===== config.mk =====
export PLATFORM = sky130hd
export DESIGN_NAME = sktab_ctrl
export DESIGN_NICKNAME = d
export VERILOG_FILES = /design/src/sv/sktab_pkg.sv /design/src/sv/sktab_ctrl.sv
export SDC_FILE = /design/constraint.sdc
export NUM_CORES = 1
export LEC_CHECK = 0
export BUFFER_PORTS_ARGS = -buffer_cell sky130_fd_sc_hd__buf_2
export CAP_MARGIN = 20
export CORE_AREA = 2 2 39 41
export DETAILED_ROUTE_END_ITERATION = 12
export DIE_AREA = 0 0 41 43
export GPL_TIMING_DRIVEN = 0
export PLACE_DENSITY_LB_ADDON = 0.05
export SYNTH_ARGS = -nofsm -noshare
export SYNTH_HDL_FRONTEND = slang
export SYNTH_SLANG_ARGS = --single-unit

===== constraint.sdc =====
create_clock -name clk_i -period 2.9 [get_ports clk_i]
set_input_delay 0.145 -clock clk_i [delete_from_list [all_inputs] [get_ports clk_i]]
set_output_delay 0.145 -clock clk_i [all_outputs]
set_load 0.01 [all_outputs]

===== src/sv/sktab_pkg.sv =====
// Shared types, sizes and codes for the sorted key/value table.
`default_nettype none

package sktab_pkg;

  // Storage sizes
  localparam int unsigned CAPACITY    = 64;
  localparam int unsigned KEY_WIDTH   = 32;
  localparam int unsigned VALUE_WIDTH = 32;
  localparam int unsigned IDX_W       = $clog2(CAPACITY);
  localparam int unsigned CNT_W       = $clog2(CAPACITY + 1);

  // Fixed field widths of the request and result
  localparam int unsigned KIND_IN_W = 3;
  localparam int unsigned KEY_IN_W  = 32;
  localparam int unsigned VAL_IN_W  = 32;
  localparam int unsigned CNT_OUT_W = 7;

  typedef enum logic [KIND_IN_W-1:0] {
    OP_INSERT_NEW    = 3'd0,
    OP_INSERT_OR_GET = 3'd1,
    OP_FIND          = 3'd2,
    OP_SET_EXISTING  = 3'd3,
    OP_ERASE         = 3'd4,
    OP_CLEAR         = 3'd5
  } op_e;

  typedef enum logic [1:0] {
    STS_OK      = 2'd0,
    STS_PRESENT = 2'd1,
    STS_MISSING = 2'd2,
    STS_FULL    = 2'd3
  } status_e;

  typedef enum logic [2:0] {
    S_IDLE,
    S_SEARCH,
    S_COMPARE,
    S_CHECK,
    S_PRIME,
    S_SHIFT,
    S_WRITE,
    S_DONE
  } state_e;

  typedef enum logic [1:0] {
    RD_PROBE,
    RD_PRIME,
    RD_NEXT
  } rd_sel_e;

  typedef struct packed {
    logic [KIND_IN_W-1:0] kind;
    logic [KEY_IN_W-1:0]  key;
    logic [VAL_IN_W-1:0]  value;
  } req_t;

  typedef struct packed {
    status_e              status;
    logic [VAL_IN_W-1:0]  value_out;
    logic [CNT_OUT_W-1:0] entry_count_out;
  } rsp_t;

  typedef struct packed {
    logic [KEY_WIDTH-1:0]   key;
    logic [VALUE_WIDTH-1:0] value;
  } entry_t;

  // Controller to datapath
  typedef struct packed {
    logic    load;
    logic    step;
    logic    check;
    logic    wr_set;
    logic    shift;
    logic    wr_new;
    rd_sel_e rd_sel;
  } cmd_t;

  // Datapath to controller
  typedef struct packed {
    logic                 len_zero;
    logic                 hit;
    logic                 full;
    logic                 need_shift;
    logic                 shift_last;
    logic [KIND_IN_W-1:0] kind;
  } sts_t;

endpackage

`default_nettype wire


===== src/sv/sktab_ctrl.sv =====
// Sequencing state machine for the sorted key/value table.
`default_nettype none

module sktab_ctrl (
  input  wire logic          clk_i,
  input  wire logic          rst_ni,
  input  wire logic          start,
  output logic               busy,
  output logic               done_o,
  input  wire sktab_pkg::sts_t sts_i,
  output sktab_pkg::cmd_t    cmd_o
);
  import sktab_pkg::*;

  state_e state_q, state_d;
  logic   is_insert;

  assign is_insert = (sts_i.kind == OP_INSERT_NEW) || (sts_i.kind == OP_INSERT_OR_GET);

  always_ff @(posedge clk_i or negedge rst_ni) begin
    if (!rst_ni) begin
      state_q <= S_IDLE;
    end else begin
      state_q <= state_d;
    end
  end

  // Next state
  always_comb begin
    state_d = state_q;
    case (state_q)
      S_IDLE: begin
        if (start) state_d = S_SEARCH;
      end
      S_SEARCH: begin
        state_d = sts_i.len_zero ? S_CHECK : S_COMPARE;
      end
      S_COMPARE: begin
        state_d = S_SEARCH;
      end
      S_CHECK: begin
        state_d = S_DONE;
        if (is_insert) begin
          if (!sts_i.hit && !sts_i.full) begin
            state_d = sts_i.need_shift ? S_PRIME : S_WRITE;
          end
        end else if (sts_i.kind == OP_ERASE) begin
          if (sts_i.hit && sts_i.need_shift) state_d = S_PRIME;
        end
      end
      S_PRIME: begin
        state_d = S_SHIFT;
      end
      S_SHIFT: begin
        if (sts_i.shift_last) state_d = is_insert ? S_WRITE : S_DONE;
      end
      S_WRITE: begin
        state_d = S_DONE;
      end
      S_DONE: begin
        state_d = start ? S_SEARCH : S_IDLE;
      end
      default: begin
        state_d = S_IDLE;
      end
    endcase
  end

  // Outputs
  always_comb begin
    cmd_o        = '0;
    cmd_o.rd_sel = RD_PROBE;
    busy         = 1'b1;
    done_o       = 1'b0;
    case (state_q)
      S_IDLE: begin
        busy       = 1'b0;
        cmd_o.load = start;
      end
      S_SEARCH: begin
        cmd_o.rd_sel = RD_PROBE;
      end
      S_COMPARE: begin
        cmd_o.step = 1'b1;
      end
      S_CHECK: begin
        cmd_o.check  = 1'b1;
        cmd_o.wr_set = (sts_i.kind == OP_SET_EXISTING) && sts_i.hit;
      end
      S_PRIME: begin
        cmd_o.rd_sel = RD_PRIME;
      end
      S_SHIFT: begin
        cmd_o.shift  = 1'b1;
        cmd_o.rd_sel = RD_NEXT;
      end
      S_WRITE: begin
        cmd_o.wr_new = 1'b1;
      end
      S_DONE: begin
        busy       = 1'b0;
        done_o     = 1'b1;
        cmd_o.load = start;
      end
      default: begin
        busy = 1'b1;
      end
    endcase
  end

endmodule

`default_nettype wire


==> metrics <==
outcome=completed; unrepaired setup endpoints after global routing=false; cell area after layout=432 sq um; commonest non-fill, non-tap cell in the layout=buf_2; Max Slew Vio Count=0; later-pin clock latency in the skew report=0.23 ns; largest net degree at the start of global routing=11; area of the multi-input gates=around 170 sq um; Storage cell area=75.1 sq um; WL final=roughly 800 um; Tcrit/Tclk final=0.491; Cell Chain, Critical Path=buf_2, and3_1, buf_4, buf_2; initial DRC count=3; Synth area leader=dfrtp_1; GP Congestion=roughly 0.65; register with the most flip-flops=state_q; half-perimeter wire length after placement=604 um; Synth area leaders=dfrtp_1, and3_1, nor3_1; # rows=14; pwr dens=999 mW/mm^2; Vias per Instance=4.41; GRT overflow=0; Syn Nets=46; Fin Setup TNS=0 ns; TritonCTS clock tree=built; DRC Markers=0; clock root buffer=clkbuf_4; gr usage total=0.104; leading registers by flop count=state_q: 3 flops; Hold Slack=0.222 ns; post-synthesis sequential area ratio=0.273; crit path buf inv count=3; post-DR wirelength/cell=about 11 um; CP max stage cell=dfrtp_1; die extent in y=43 um; Ports=21; maximum clock path buffer count=2; critical setup path kind=flip-flop to output pin; Initial DRT Pass Iterations=2; Max stage delay on crit path=0.41 ns; most frequent cells in the layout=buf_2, nor3_1, and3_1; max FFs per register=3; cell mode on critical path=buf_2; Fin. Hold Viols=0; Placed Area=395 sq um; Max-Cap Viols=0; Crit path required time=2.76 ns; Leak=0.230 nW; Synth warnings=0; # setup viols final=0; DIE AREA=0.00176 sq mm; Port Buf Inserts=20; Worst Tran Pin Value=about 0.23 ns; Tot Pwr=0.000431 W; Critical Path AT=~1.3 ns; syn_area_per_cell=between 7 and 8 sq um; Max Clock Freq=0.702 GHz; number of nets in the layout=72; Startpoint Class=flip-flop; initial antenna violation count=0; clock sinks=3; post-route minimum period=1.43 ns; Post-Syn Area=275 sq um; share of cells above drive strength 1=0.467; Min-Delay Path Class=input port to flip-flop; number of global-route vias before repair=273; Largest delay share family, worst path=buffers and inverters; Die Span X=41 um; via count=335; first-pass GRT wire length=around 1200 um; Max-slew headroom=0.844; Cells after Synth=35; H-tree Lvls=1; VDD IR max=0.306 mV; Critical Path Fanout Max=10; area share of the largest cell type after synthesis=0.273; Fill cells=150; Clock transition at path regs=0.03 ns; Synth Register Bits=3; final antenna-violating net count=0; CTS buffer count=3; initial core utilization=0.199; antenna fix cells=0; Crit. End Element=output pin; core area=between 0.001 and 0.0015 sq mm; synthesis-to-layout area growth=56.8%; Yosys cell types=19; Worst Skew=0.00195 ns
cell type report:
class,instances,area share
buffer,4,0.0580
clock buffer,4,0.0609
inverter,2,0.0174
multi-input combinational,26,0.388
sequential,3,0.174
tap,16,0.0464
timing repair buffer,21,0.255
where the power goes:
part | switching (W) | internal (W)
clock network | 0.0000212 | 0.0000515
registers | 0.0000125 | 0.0000639
logic | 0.000156 | 0.000126
total | 0.000189 | 0.000242
kinds of logic after synthesis:
kind of cell,after synthesis,synth area share
buf+inv,6,0.118
flops,3,0.273
xor+xnor,1,0.0318
simple gates,19,0.391
compound gates,6,0.186
path summary, 6_finish.rpt:
| kind | depth (start not counted) | endpoint | slack, ns | startpoint |
|---|---|---|---|---|
| worst max-delay path | 4 | cmd_o[3] | 1.47 | state_q[2]$_DFFE_PN0P_ |
| worst min-delay path | 2 | state_q[1]$_DFFE_PN0P_ | 0.22 | sts_i[3] |
| worst max register to register | 5 | state_q[0]$_DFFE_PN0P_ | 1.52 | state_q[1]$_DFFE_PN0P_ |
| min in group asynchronous | 2 | state_q[0]$_DFFE_PN0P_ | 0.24 | rst_ni |
| max in group asynchronous | 2 | state_q[2]$_DFFE_PN0P_ | 2.56 | rst_ni |
| worst min register to register | 2 | state_q[0]$_DFFE_PN0P_ | 0.71 | state_q[2]$_DFFE_PN0P_ |
synth_stat cells:
cell,number
buf_2,2
nor2_1,3
a211oi_1,1
or3_1,2
inv_1,2
nand2_1,2
xnor2_1,1
o211ai_1,1
o31a_1,1
a311oi_1,1
dfrtp_1,3
a21oi_2,1
a311o_1,1
nand4b_1,2
nor2b_1,1
or4_1,1
nor3_1,4
buf_4,2
and3_1,4
metal layers:
layer  vias up  track usage  wire [um]
li1        178            -          -
met1       141        0.146        395
met2        16        0.134        335
met3         0       0.0628         67
met4         0       0.0200          0
met5         -            0          0
repair_timing:
item | in CTS | in global routing
setup buffers | 0 | 0
hold buffers | 1 | 0
endpoints found under the hold margin | 3 | 0
gates resized for setup | 0 | 0
per-stage QoR:
stage / setup slack, ns / utilization / instances
finish: 1.47 / 0.312 / 76
global route: 1.35 / 0.312 / 76
CTS: 1.43 / 0.312 / 76
detailed placement: 1.52 / 0.286 / 71
global placement: 1.53 / 0.286 / 71
floorplan: 1.59 / - / 35
Power figures use the tool's default switching activity.
